File: config.mk
export PLATFORM = sky130hd
export DESIGN_NAME = unique_id_set_table_core_flat
export DESIGN_NICKNAME = d
export VERILOG_FILES = /design/src/rtl/uidt_pkg.sv /design/src/rtl/uidt_if.sv /design/src/rtl/uidt_ctrl.sv /design/src/rtl/uidt_datapath.sv /design/src/rtl/unique_id_set_table_core.sv /design/src/flat_wrapper.sv
export SDC_FILE = /design/constraint.sdc
export NUM_CORES = 1
export LEC_CHECK = 0
export BUFFER_PORTS_ARGS = -buffer_cell sky130_fd_sc_hd__buf_4
export CAP_MARGIN = 20
export CORE_MARGIN = 1.5
export CORE_UTILIZATION = 56
export DETAILED_ROUTE_END_ITERATION = 8
export GPL_ROUTABILITY_DRIVEN = 0
export PLACE_DENSITY = 0.87
export SETUP_SLACK_MARGIN = 0.2
export SLEW_MARGIN = 20
export SYNTH_ARGS = -nofsm -noshare
export SYNTH_HDL_FRONTEND = slang
export SYNTH_HIERARCHICAL = 1
export SYNTH_SLANG_ARGS = --single-unit
File: constraint.sdc
create_clock -name clk -period 5.5 [get_ports clk]
set_input_delay 0.275 -clock clk [delete_from_list [all_inputs] [get_ports clk]]
set_output_delay 0.275 -clock clk [all_outputs]
set_load 0.01 [all_outputs]
File: src/rtl/uidt_pkg.sv
`default_nettype none
package uidt_pkg;

  localparam int UIDT_CAPACITY = 16;
  localparam int UIDT_ID_BITS  = 32;

  localparam int ACTION_W = 2;
  localparam int ID_W     = 32;
  localparam int INDEX_W  = 4;
  localparam int STATUS_W = 3;
  localparam int COUNT_W  = 5;
  localparam int VALUE_W  = 32;

  localparam logic [ACTION_W-1:0] ACT_ADD  = 2'd0;
  localparam logic [ACTION_W-1:0] ACT_DEL  = 2'd1;
  localparam logic [ACTION_W-1:0] ACT_READ = 2'd2;

  localparam logic [STATUS_W-1:0] ST_OK       = 3'd0;
  localparam logic [STATUS_W-1:0] ST_RESERVED = 3'd1;
  localparam logic [STATUS_W-1:0] ST_DUP      = 3'd2;
  localparam logic [STATUS_W-1:0] ST_FULL     = 3'd3;
  localparam logic [STATUS_W-1:0] ST_NOTFOUND = 3'd4;

  // Commands from the controller to the datapath.
  typedef struct packed {
    logic                load;
    logic                scan_run;
    logic                rd_idx;
    logic                rd_last;
    logic                wr_add;
    logic                wr_move;
    logic                out_load;
    logic [STATUS_W-1:0] out_status;
    logic                out_slot_valid;
  } uidt_cmd_t;

  // Status from the datapath to the controller.
  typedef struct packed {
    logic [ACTION_W-1:0] action;
    logic                reserved;
    logic                full;
    logic                rd_ok;
    logic                hit;
    logic                scan_done;
    logic                out_busy;
  } uidt_stat_t;

endpackage
`default_nettype wire

File: src/rtl/uidt_if.sv
`default_nettype none
interface uidt_in_if;
  import uidt_pkg::*;

  logic                valid;
  logic                ready;
  logic [ACTION_W-1:0] action;
  logic [ID_W-1:0]     id;
  logic [INDEX_W-1:0]  index;

  modport source (output valid, output action, output id, output index, input ready);
  modport sink   (input valid, input action, input id, input index, output ready);
endinterface

interface uidt_out_if;
  import uidt_pkg::*;

  logic                valid;
  logic                ready;
  logic [STATUS_W-1:0] status;
  logic [COUNT_W-1:0]  entry_count;
  logic [VALUE_W-1:0]  slot_value;
  logic                slot_valid;

  modport source (output valid, output status, output entry_count, output slot_value,
                  output slot_valid, input ready);
  modport sink   (input valid, input status, input entry_count, input slot_value,
                  input slot_valid, output ready);
endinterface
`default_nettype wire

File: src/rtl/uidt_ctrl.sv
`default_nettype none
module uidt_ctrl (
  input  logic                 clk,
  input  logic                 rst_n,
  input  logic                 in_valid,
  output logic                 in_ready,
  input  uidt_pkg::uidt_stat_t stat,
  output uidt_pkg::uidt_cmd_t  cmd
);
  import uidt_pkg::*;

  localparam logic [2:0] S_IDLE   = 3'd0;
  localparam logic [2:0] S_DECODE = 3'd1;
  localparam logic [2:0] S_SCAN   = 3'd2;
  localparam logic [2:0] S_LAST   = 3'd3;
  localparam logic [2:0] S_MOVE   = 3'd4;
  localparam logic [2:0] S_DONE   = 3'd5;

  logic [2:0]          state_r, state_nxt;
  logic [STATUS_W-1:0] status_r, status_nxt;
  logic                slotv_r, slotv_nxt;

  always_comb begin
    cmd            = '0;
    state_nxt      = state_r;
    status_nxt     = status_r;
    slotv_nxt      = slotv_r;
    in_ready       = (state_r == S_IDLE);
    cmd.out_status = status_r;
    cmd.out_slot_valid = slotv_r;
    unique case (state_r)
      S_IDLE: begin
        if (in_valid) begin
          cmd.load   = 1'b1;
          status_nxt = ST_OK;
          slotv_nxt  = 1'b0;
          state_nxt  = S_DECODE;
        end
      end
      S_DECODE: begin
        case (stat.action) inside
          ACT_ADD, ACT_DEL: begin
            if (stat.reserved) begin
              status_nxt = ST_RESERVED;
              state_nxt  = S_DONE;
            end else begin
              state_nxt = S_SCAN;
            end
          end
          ACT_READ: begin
            if (stat.rd_ok) begin
              cmd.rd_idx = 1'b1;
              slotv_nxt  = 1'b1;
            end
            state_nxt = S_DONE;
          end
          default: state_nxt = S_DONE;
        endcase
      end
      S_SCAN: begin
        cmd.scan_run = 1'b1;
        if (stat.hit) begin
          if (stat.action == ACT_ADD) begin
            status_nxt = ST_DUP;
            state_nxt  = S_DONE;
          end else begin
            state_nxt = S_LAST;
          end
        end else if (stat.scan_done) begin
          if (stat.action == ACT_ADD) begin
            if (stat.full) begin
              status_nxt = ST_FULL;
            end else begin
              cmd.wr_add = 1'b1;
            end
          end else begin
            status_nxt = ST_NOTFOUND;
          end
          state_nxt = S_DONE;
        end
      end
      S_LAST: begin
        cmd.rd_last = 1'b1;
        state_nxt   = S_MOVE;
      end
      S_MOVE: begin
        // The last entry fills the slot of the deleted id.
        cmd.wr_move = 1'b1;
        state_nxt   = S_DONE;
      end
      S_DONE: begin
        if (!stat.out_busy) begin
          cmd.out_load = 1'b1;
          state_nxt    = S_IDLE;
        end
      end
      default: state_nxt = S_IDLE;
    endcase
  end

  always_ff @(posedge clk) begin
    if (!rst_n) begin
      state_r  <= S_IDLE;
      status_r <= ST_OK;
      slotv_r  <= 1'b0;
    end else begin
      state_r  <= state_nxt;
      status_r <= status_nxt;
      slotv_r  <= slotv_nxt;
    end
  end

endmodule
`default_nettype wire

File: src/rtl/uidt_datapath.sv
`default_nettype none
module uidt_datapath #(
  parameter int CAPACITY = uidt_pkg::UIDT_CAPACITY,
  parameter int ID_BITS  = uidt_pkg::UIDT_ID_BITS
) (
  input  logic                            clk,
  input  logic                            rst_n,
  input  logic [uidt_pkg::ACTION_W-1:0]   in_action,
  input  logic [uidt_pkg::ID_W-1:0]       in_id,
  input  logic [uidt_pkg::INDEX_W-1:0]    in_index,
  input  uidt_pkg::uidt_cmd_t             cmd,
  output uidt_pkg::uidt_stat_t            stat,
  input  logic                            out_ready,
  output logic                            out_valid,
  output logic [uidt_pkg::STATUS_W-1:0]   out_status,
  output logic [uidt_pkg::COUNT_W-1:0]    out_entry_count,
  output logic [uidt_pkg::VALUE_W-1:0]    out_slot_value,
  output logic                            out_slot_valid
);
  import uidt_pkg::*;

  localparam int AW = (CAPACITY > 1) ? $clog2(CAPACITY) : 1;
  localparam int CW = $clog2(CAPACITY + 1);
  localparam logic [CW-1:0] CAP_CNT = CW'(CAPACITY);

  logic [ACTION_W-1:0] act_r;
  logic [ID_BITS-1:0]  id_r;
  logic [INDEX_W-1:0]  idx_r;
  logic [CW-1:0]       count_r;
  logic [CW-1:0]       scan_ptr_r;
  logic [AW-1:0]       pos_r;

  logic [ID_BITS-1:0]  mem [CAPACITY];
  logic [ID_BITS-1:0]  rd_data_r;
  logic [AW-1:0]       rd_idx_r;
  logic                rd_vld_r;

  logic [STATUS_W-1:0] out_status_r;
  logic [COUNT_W-1:0]  out_count_r;
  logic [VALUE_W-1:0]  out_value_r;
  logic                out_slotv_r;
  logic                out_valid_r;

  logic                scan_issue;
  logic                scan_rd;
  logic                hit;
  logic                rd_en;
  logic [AW-1:0]       rd_addr;
  logic                wr_en;
  logic [AW-1:0]       wr_addr;
  logic [ID_BITS-1:0]  wr_data;

  assign scan_issue = (scan_ptr_r < count_r);
  assign scan_rd    = cmd.scan_run && scan_issue;
  assign hit        = rd_vld_r && (rd_data_r == id_r);

  always_comb begin
    rd_en = cmd.rd_idx || cmd.rd_last || scan_rd;
    if (cmd.rd_idx) begin
      rd_addr = AW'(idx_r);
    end else if (cmd.rd_last) begin
      rd_addr = AW'(count_r - CW'(1));
    end else begin
      rd_addr = scan_ptr_r[AW-1:0];
    end
  end

  assign wr_en   = cmd.wr_add || cmd.wr_move;
  assign wr_addr = cmd.wr_add ? count_r[AW-1:0] : pos_r;
  assign wr_data = cmd.wr_add ? id_r : rd_data_r;

  always_ff @(posedge clk) begin
    if (wr_en) begin
      mem[wr_addr] <= wr_data;
    end
  end

  always_ff @(posedge clk) begin
    if (rd_en) begin
      rd_data_r <= mem[rd_addr];
      rd_idx_r  <= rd_addr;
    end
  end

  // Input transaction payload, and the slot position of a scan match.
  always_ff @(posedge clk) begin
    if (cmd.load) begin
      act_r <= in_action;
      id_r  <= ID_BITS'(in_id);
      idx_r <= in_index;
    end
    if (cmd.scan_run && hit) begin
      pos_r <= rd_idx_r;
    end
  end

  always_ff @(posedge clk) begin
    if (!rst_n) begin
      count_r    <= '0;
      scan_ptr_r <= '0;
      rd_vld_r   <= 1'b0;
    end else begin
      rd_vld_r <= scan_rd;
      if (cmd.load) begin
        scan_ptr_r <= '0;
      end else if (scan_rd) begin
        scan_ptr_r <= scan_ptr_r + CW'(1);
      end
      if (cmd.wr_add) begin
        count_r <= count_r + CW'(1);
      end else if (cmd.wr_move) begin
        count_r <= count_r - CW'(1);
      end
    end
  end

  always_comb begin
    stat.action    = act_r;
    stat.reserved  = (id_r == '1);
    stat.full      = (count_r == CAP_CNT);
    stat.rd_ok     = (32'(idx_r) < 32'(CAPACITY)) && (32'(idx_r) < 32'(count_r));
    stat.hit       = hit;
    stat.scan_done = !rd_vld_r && !scan_issue;
    stat.out_busy  = out_valid_r && !out_ready;
  end

  // Output register: a finished result waits here until the sink takes it.
  always_ff @(posedge clk) begin
    if (!rst_n) begin
      out_valid_r <= 1'b0;
    end else if (cmd.out_load) begin
      out_valid_r <= 1'b1;
    end else if (out_ready) begin
      out_valid_r <= 1'b0;
    end
  end

  always_ff @(posedge clk) begin
    if (cmd.out_load) begin
      out_status_r <= cmd.out_status;
      out_count_r  <= COUNT_W'(count_r);
      out_value_r  <= cmd.out_slot_valid ? VALUE_W'(rd_data_r) : '0;
      out_slotv_r  <= cmd.out_slot_valid;
    end
  end

  assign out_valid       = out_valid_r;
  assign out_status      = out_status_r;
  assign out_entry_count = out_count_r;
  assign out_slot_value  = out_value_r;
  assign out_slot_valid  = out_slotv_r;

endmodule
`default_nettype wire

File: src/rtl/unique_id_set_table_core.sv
`default_nettype none
// Fixed-capacity set of distinct ids, kept packed in slots 0 to count-1 of a
// single-port-read memory. Add and delete scan the held entries one per cycle
// through the memory read port. An add that finds no match, or a delete that
// misses, reads every held entry before it ends. A match at slot p ends the
// scan there; an add then reports a duplicate, and a delete moves the last
// entry into the freed slot. A read or a rejected reserved id needs no scan.
// Results leave through an output register, so a waiting result only stalls
// the block when the next one is ready to go out. The memory needs no
// clearing after reset: slots at or above the count are never returned.
module unique_id_set_table_core #(
  parameter int CAPACITY = uidt_pkg::UIDT_CAPACITY,
  parameter int ID_BITS  = uidt_pkg::UIDT_ID_BITS
) (
  input  logic       clk,
  input  logic       rst_n,
  uidt_in_if.sink    in_ch,
  uidt_out_if.source out_ch
);
  import uidt_pkg::*;

  uidt_cmd_t  cmd;
  uidt_stat_t stat;
  logic       in_ready;

  uidt_ctrl u_ctrl (
    .clk      (clk),
    .rst_n    (rst_n),
    .in_valid (in_ch.valid),
    .in_ready (in_ready),
    .stat     (stat),
    .cmd      (cmd)
  );

  uidt_datapath #(
    .CAPACITY (CAPACITY),
    .ID_BITS  (ID_BITS)
  ) u_datapath (
    .clk             (clk),
    .rst_n           (rst_n),
    .in_action       (in_ch.action),
    .in_id           (in_ch.id),
    .in_index        (in_ch.index),
    .cmd             (cmd),
    .stat            (stat),
    .out_ready       (out_ch.ready),
    .out_valid       (out_ch.valid),
    .out_status      (out_ch.status),
    .out_entry_count (out_ch.entry_count),
    .out_slot_value  (out_ch.slot_value),
    .out_slot_valid  (out_ch.slot_valid)
  );

  assign in_ch.ready = in_ready;

endmodule
`default_nettype wire

File: src/flat_wrapper.sv
// flat-port wrapper written by rule: the top's interface ports become plain ports
module unique_id_set_table_core_flat import uidt_pkg::*;
#(
  parameter int CAPACITY = uidt_pkg::UIDT_CAPACITY,
  parameter int ID_BITS  = uidt_pkg::UIDT_ID_BITS
)
  (clk, rst_n, in_ch_valid, in_ch_action, in_ch_id, in_ch_index, in_ch_ready, out_ch_valid, out_ch_status, out_ch_entry_count, out_ch_slot_value, out_ch_slot_valid, out_ch_ready);
  uidt_in_if in_ch_i ();
  uidt_out_if out_ch_i ();
  input  logic clk;
  input  logic rst_n;
  input wire logic [$bits(in_ch_i.valid)-1:0] in_ch_valid;
  input wire logic [$bits(in_ch_i.action)-1:0] in_ch_action;
  input wire logic [$bits(in_ch_i.id)-1:0] in_ch_id;
  input wire logic [$bits(in_ch_i.index)-1:0] in_ch_index;
  output wire logic [$bits(in_ch_i.ready)-1:0] in_ch_ready;
  output wire logic [$bits(out_ch_i.valid)-1:0] out_ch_valid;
  output wire logic [$bits(out_ch_i.status)-1:0] out_ch_status;
  output wire logic [$bits(out_ch_i.entry_count)-1:0] out_ch_entry_count;
  output wire logic [$bits(out_ch_i.slot_value)-1:0] out_ch_slot_value;
  output wire logic [$bits(out_ch_i.slot_valid)-1:0] out_ch_slot_valid;
  input wire logic [$bits(out_ch_i.ready)-1:0] out_ch_ready;
  assign in_ch_i.valid = in_ch_valid;
  assign in_ch_i.action = in_ch_action;
  assign in_ch_i.id = in_ch_id;
  assign in_ch_i.index = in_ch_index;
  assign in_ch_ready = in_ch_i.ready;
  assign out_ch_valid = out_ch_i.valid;
  assign out_ch_status = out_ch_i.status;
  assign out_ch_entry_count = out_ch_i.entry_count;
  assign out_ch_slot_value = out_ch_i.slot_value;
  assign out_ch_slot_valid = out_ch_i.slot_valid;
  assign out_ch_i.ready = out_ch_ready;
  unique_id_set_table_core #(.CAPACITY(CAPACITY), .ID_BITS(ID_BITS)) u_core (.clk(clk), .rst_n(rst_n), .in_ch(in_ch_i), .out_ch(out_ch_i));
endmodule
# [Word level (Yosys, flattened, before mapping)]
# Memory sizes are Yosys's and may differ from the RTL's. A register that Yosys moved wholly into a read port is not among the register bits.
# Cells that the tools add are included.
# W data, S select, Z words.
[op_classes] addsub=3 order_cmp=2 eq_ne=20 n_mux=48 bitwise=1 reduce_logical=22
[ops] cell="$mux W3" n=15
[ops] cell="$eq A32 B32 Y1" n=1
[ops] cell="$eq A32 B32 Y1 const B" n=1
[ops] cell="$mux W32" n=1
[ops] cell="$mux W1" n=24
[ops] cell="$pmux W3 S6" n=1
[ops] cell="$mux W4" n=3
[ops] cell="$add A5 B1 Y5 const B" n=2
[ops] cell="$mux W5" n=2
[ops] cell="$pmux W3 S3" n=1
[ops] cell="$ne A2 B2 Y1 const B" n=4
[ops] cell="$reduce_and A7 Y1" n=1
[ops] cell="$eq A3 B2 Y1 const B" n=2
[ops] cell="$eq A3 B3 Y1 const B" n=2
[ops] cell="$ne A2 B1 Y1 const B" n=3
[ops] cell="$reduce_bool A2 Y1" n=3
[ops] cell="$eq A5 B5 Y1 const B" n=1
[ops] cell="$logic_and A1 B1 Y1" n=5
[ops] cell="$lt A4 B5 Y1" n=1
[ops] cell="$lt A5 B5 Y1" n=1
[ops] cell="$reduce_and A5 Y1" n=1
[ops] cell="$sub A5 B1 Y5 const B" n=1
[ops] cell="$ne A4 B3 Y1 const B" n=1
[ops] cell="$reduce_or A2 Y1" n=2
[ops] cell="other kinds (13)" n=17
[word_totals] ff_bits=106 ram_bits=512 in_bits=42 output_inout_bits=43 mem_count=1
[memory_table] name="u_core.u_datapath.mem" words=16 width=32 rd=1 rd_ports_with_merged_regs=1 write_ports=1 line="uidt_datapath.sv:33" rtl="logic [ID_BITS-1:0] mem [CAPACITY];"

# [Depth between registers and ports, before layout]
[logic_depth] depth_word=9 mapped_depth=18

# [Modules after synthesis]
# Netlist, hierarchy kept.
[by_module_without_submodules] mod="uidt_datapath" instances=1 cells_per_inst=1488 area_per_inst_um2=26140.1 seq_area_each_um2=19188.4
[by_module_without_submodules] mod="uidt_ctrl" instances=1 cells_per_inst=66 area_per_inst_um2=548.0 seq_area_each_um2=140.1

# [Worst setup path after synthesis]
# OpenSTA, ideal clock, no wires.
[synth_path] path_kind="reg2reg" from="reg u_core.u_ctrl.state_r[2]" to="reg u_core.u_datapath.out_count_r[0] (netlist: u_core/u_datapath/out_entry_count[0]), enable pin" setup_time_ns=0.560 arrival_time_ns=4.984 t_required_ns=4.940 path_slack_ns=-0.044 stages_incl_launch_ff=3 synth_period_minus_slack_ns=5.544 cell_sequence="dfxtp_1 buf_2 nor4b_1"
[synth_rtl] item="start, declared" line="uidt_ctrl.sv:19" rtl="logic [2:0] state_r, state_nxt;"
[synth_rtl] item="start signal, assigned" line="uidt_ctrl.sv:107" rtl="state_r <= state_nxt;"
[synth_rtl] item="end signal, assigned" line="uidt_datapath.sv:141" rtl="out_count_r <= COUNT_W'(count_r);"
[synth_rtl] item="end, declared" line="uidt_datapath.sv:39" rtl="logic [COUNT_W-1:0] out_count_r;"

==> run_results.csv <==
group,metric,value,unit
floorplanning,die_x,221,µm
synthesis,synth_top_cell_by_area,"edfxtp_1",
pwr,vdd_drop_max,229,µV
synthesis,syn-num-nets,1607,
synthesis,ys_seq_area_share,72.4,%
placed_design,post_dp_cell_area,0.0282,mm²
synthesis,ys_seq_elements,650,
final_layout,drive_above_1_share,18.4,%
pwr,p_leak,9.33,nW
clock_tree,clkSinkCount,650,
synthesis,synthCells,1554,
critical_path,slowest_stage,"o31ai_4",
timing,clock.fmax,0.222,GHz
synthesis,yosysWarningCount,6,
clock_tree,h-tree-depth,2,
synthesis,ys_async_sr_fraction,0,%
critical_path,max_stage_delay,1.00,ns
flow_run,maxCapViolations,0,
critical_path,end_kind,"flip-flop",
critical_path,cp-start-kind,"flip-flop",
final_layout,fin_util,65.3,%
critical_path,cp.arrival,4.82,ns
floorplanning,die_h,221,µm
floorplanning,io_pins,85,
synthesis,syn_area_per_cell,17.2,µm²
floorplanning,die_area,0.0490,mm²
synthesis,synth_ff_type,"edfxtp_1",
run_status,status,"complete, no violations",
timing,hold_viol_final,0,
pwr,clockPowerShare,37.3,%
final_layout,final_cells,2356,
routing,viasPerCell,6.35,
final_layout,area_growth,14.3,%
global_routing,grt_pass1_vias,14900,
final_layout,register_area,0.0193,mm²
clock_tree,clkTransAtPathRegs,0.06,ns
worst_hold_path,worstHoldPathType,"in -> reg",
synthesis,synth_top_area_share,71.0,%
critical_path,crit_chain,"inv_1 -> ha_1 -> o21ai_0 -> nand2b_1 -> a21oi_1 -> nor2b_1 -> o21ai_0 -> nand4b_1 -> nor3_2 -> buf_4 -> o31ai_4 -> buf_4 -> mux2_1 -> o2111ai_1 -> o211ai_1",
clock_tree,clockBufferDepth,3,
timing,setup_tns,0,ns
global_routing,grt.overflow.total,0,
global_routing,grt_pass1_wl,92800,µm
global_routing,antenna_found_initial,2,
clock_tree,clk_latency,0.62,ns
global_routing,grt.total_usage,25.4,%
pwr,intPower,0.00843,W
clock_tree,cts_tree,"done",
floorplanning,placementRows,79,
critical_path,reg2reg_depth,15,
final_layout,design_area,0.0305,mm²
clock_tree,cts-root-buf,"clkbuf_16",
final_layout,nNetsFinal,1758,
clock_tree,cts_buffers,59,
timing,final-setup-viol-count,0,
placed_design,place_inst,2208,
pwr,sw_frac_of_total,23.3,%
synthesis,synth_cell_types,58,
critical_path,crit_family,"compound AO/OA/AOI/OAI gates",
synthesis,synth_edf_count,631,
final_layout,multi_input_area,0.00696,mm²
routing,totalWireLength,62000,µm
clock_tree,cts_resized,0,
routing,wire_per_inst,26.3,µm
final_layout,antenna_cells,0,
routing,drc,0,
global_routing,grt_max_degree,122,
pwr,pwr-share-comb,10.3,%
synthesis,synth_area_leaders,"edfxtp_1 (71%), mux2i_1 (11%), mux2_2 (2.5%), o2111ai_1 (2.1%), mux2_1 (1.6%)",
floorplanning,coreArea,0.0468,mm²
final_layout,filler_cell_count,2957,
timing,relSlewSlack,21.3,%
critical_path,critPathKind,"reg -> reg",
timing,rsz0062_at_grt,"false",
routing,drtPass1Iterations,6,
timing,slew_violations,0,
critical_path,cp.required,5.82,ns
worst_hold_path,hold-path-cell-count,5,
placed_design,dpl.hpwl,37000,µm
timing,final.min_clock_period,4.50,ns
floorplanning,start_util,57.1,%
critical_path,path_depth,15,
routing,drtIter0Drc,1833,
routing,ant_nets,0,
synthesis,synth_area,0.0267,mm²
pwr,p_switching,0.00256,W
timing,min_period_over_period,81.8,%
critical_path,critPathBufInv,3,
pwr,p_per_area,360,mW/mm²
placed_design,port_buffers,84,
timing,worstMarginPinSlew,1.18,ns
critical_path,path_max_fanout,18,
timing,clock_skew,0.0254,ns
routing,vias,15000,
pwr,power_frac_seq,52.5,%
-- layout by cell type, fill, tap and decap left out, types with 7 or more instances in the layout --
cell and n:
mux2i_1 293, buf_4 129, mux2_2 59, xor2_1 9
clkinv_1 11, inv_1 8, nand4_1 15, ha_1 11
clkbuf_16 60, and2_1 37, dfxtp_1 19, nor2b_1 7
nor2_4 17, o211ai_1 33, o21ai_0 8, a21oi_1 9
o2111ai_1 64, nand2_1 74, edfxtp_1 631, bufinv_16 8
dlygate4sd3_1 40, xnor2_1 30, clkinv_2 16, mux2_1 37
nor3_1 7, nor2_1 26
-- metrics by stage --
stage / hold slack, ns / power [W] / setup slack [ns]
finish: 0.271 / 0.0110 / 1.00
detailed placement: 0.407 / 0.00694 / 1.15
CTS: 0.236 / 0.0110 / 1.11
floorplan: 0.374 / 0.00656 / 1.37
global placement: 0.406 / 0.00690 / 1.23
global route: 0.293 / 0.0113 / 0.798
-- power groups by stage --
stage / clock network, W / logic, W / registers (W)
detailed placement: 0 / 0.00107 / 0.00587
global route: 0.00433 / 0.00119 / 0.00577
finish: 0.00410 / 0.00113 / 0.00577
floorplan: 0 / 0.000737 / 0.00582
CTS: 0.00412 / 0.00111 / 0.00576
global placement: 0 / 0.00103 / 0.00586
-- state kept, by name, summed over array words and instances (netlist names) --
signal / cells
u_core/u_datapath/rd_idx_r: 4
u_core/u_datapath/count_r: 5
u_core/u_datapath/pos_r: 4
u_core/u_datapath/out_slot_valid: 1
u_core/u_datapath/rd_vld_r: 1
u_core/u_datapath/rd_data_r: 32
u_core/u_datapath/act_r: 2
u_core/u_datapath/mem: 512
u_core/u_ctrl/status_r: 3
u_core/u_datapath/out_entry_count: 5
u_core/u_datapath/out_valid: 1
u_core/u_datapath/idx_r: 4
u_core/u_datapath/scan_ptr_r: 5
u_core/u_ctrl/state_r: 3
u_core/u_datapath/out_status: 3
u_core/u_ctrl/slotv_r: 1
u_core/u_datapath/out_slot_value: 32
u_core/u_datapath/id_r: 32
-- path summary, 6_finish.rpt --
path / from / endpoint / slack [ns]
setup / recovery: u_core/u_datapath/count_r[1] / u_core/u_datapath/rd_data_r[26] / 1.00
hold / removal: in_ch_valid / u_core/u_ctrl/status_r[1] / 0.27
setup reg to reg: u_core/u_datapath/count_r[1] / u_core/u_datapath/rd_data_r[26] / 1.00
hold reg to reg: u_core/u_datapath/rd_idx_r[0] / u_core/u_datapath/pos_r[0] / 0.42
-- synth_stat cells, drive strengths merged, types with 3 or more instances --
cell / number
a21oi: 10
and3: 4
xnor2: 30
inv: 10
nor4: 3
mux2i: 293
nand2: 75
mux2: 96
nand4: 15
and2: 38
edfxtp: 631
nand2b: 6
dfxtp: 19
a31oi: 3
nand3b: 3
a21o: 4
nand3: 4
ha: 11
clkbuf: 36
xor2: 9
o211ai: 34
nor2: 45
nor3b: 5
nor2b: 7
o2111ai: 64
a32oi: 5
buf: 52
nor3: 9
o21ai: 12
-- cell families (layout without fill, tap and decap cells) --
family	Yosys count	in the layout	share of synthesized area [%]
buf+inv	98	293	2.15
flops	650	650	72.4
compound gates	144	144	4.37
fa+ha+maj	11	11	0.516
mux	389	389	15.0
simple gates	223	223	4.21
xor+xnor	39	39	1.28
-- worst reg2reg max path, cell delays in order, from the launching register on --
cell and delay (ns):
dfxtp_1 0.49, inv_1 0.20, ha_1 0.31, o21ai_0 0.08, nand2b_1 0.08, a21oi_1 0.06
nor2b_1 0.10, o21ai_0 0.09, nand4b_1 0.13, nor3_2 0.05, buf_4 0.21, o31ai_4 1.00
buf_4 0.45, mux2_1 0.36, o2111ai_1 0.42, o211ai_1 0.19
-- metal layers --
| metal | track usage [%] | share of wire [%] |
|---|---|---|
| met1 | 35.2 | 38 |
| met2 | 39.3 | 46 |
| met3 | 5.67 | 12 |
| met4 | 10.2 | 3.5 |
| met5 | 0 | 0.039 |
-- layout make-up --
cell class | instances | share of cell area [%]
Tap cell | 607 | 2.49
Multi-Input combinational cell | 806 | 22.8
Timing Repair Buffer | 178 | 4.94
Sequential cell | 650 | 63.3
Clock inverter | 39 | 1.32
Clock buffer | 66 | 4.99
Inverter | 10 | 0.123
-- repair_timing --
action                    CTS  global route
hold buffers               40             0
hold endpoints to repair   45             0
setup buffers               0             0
(Power assumes the default switching activity.)
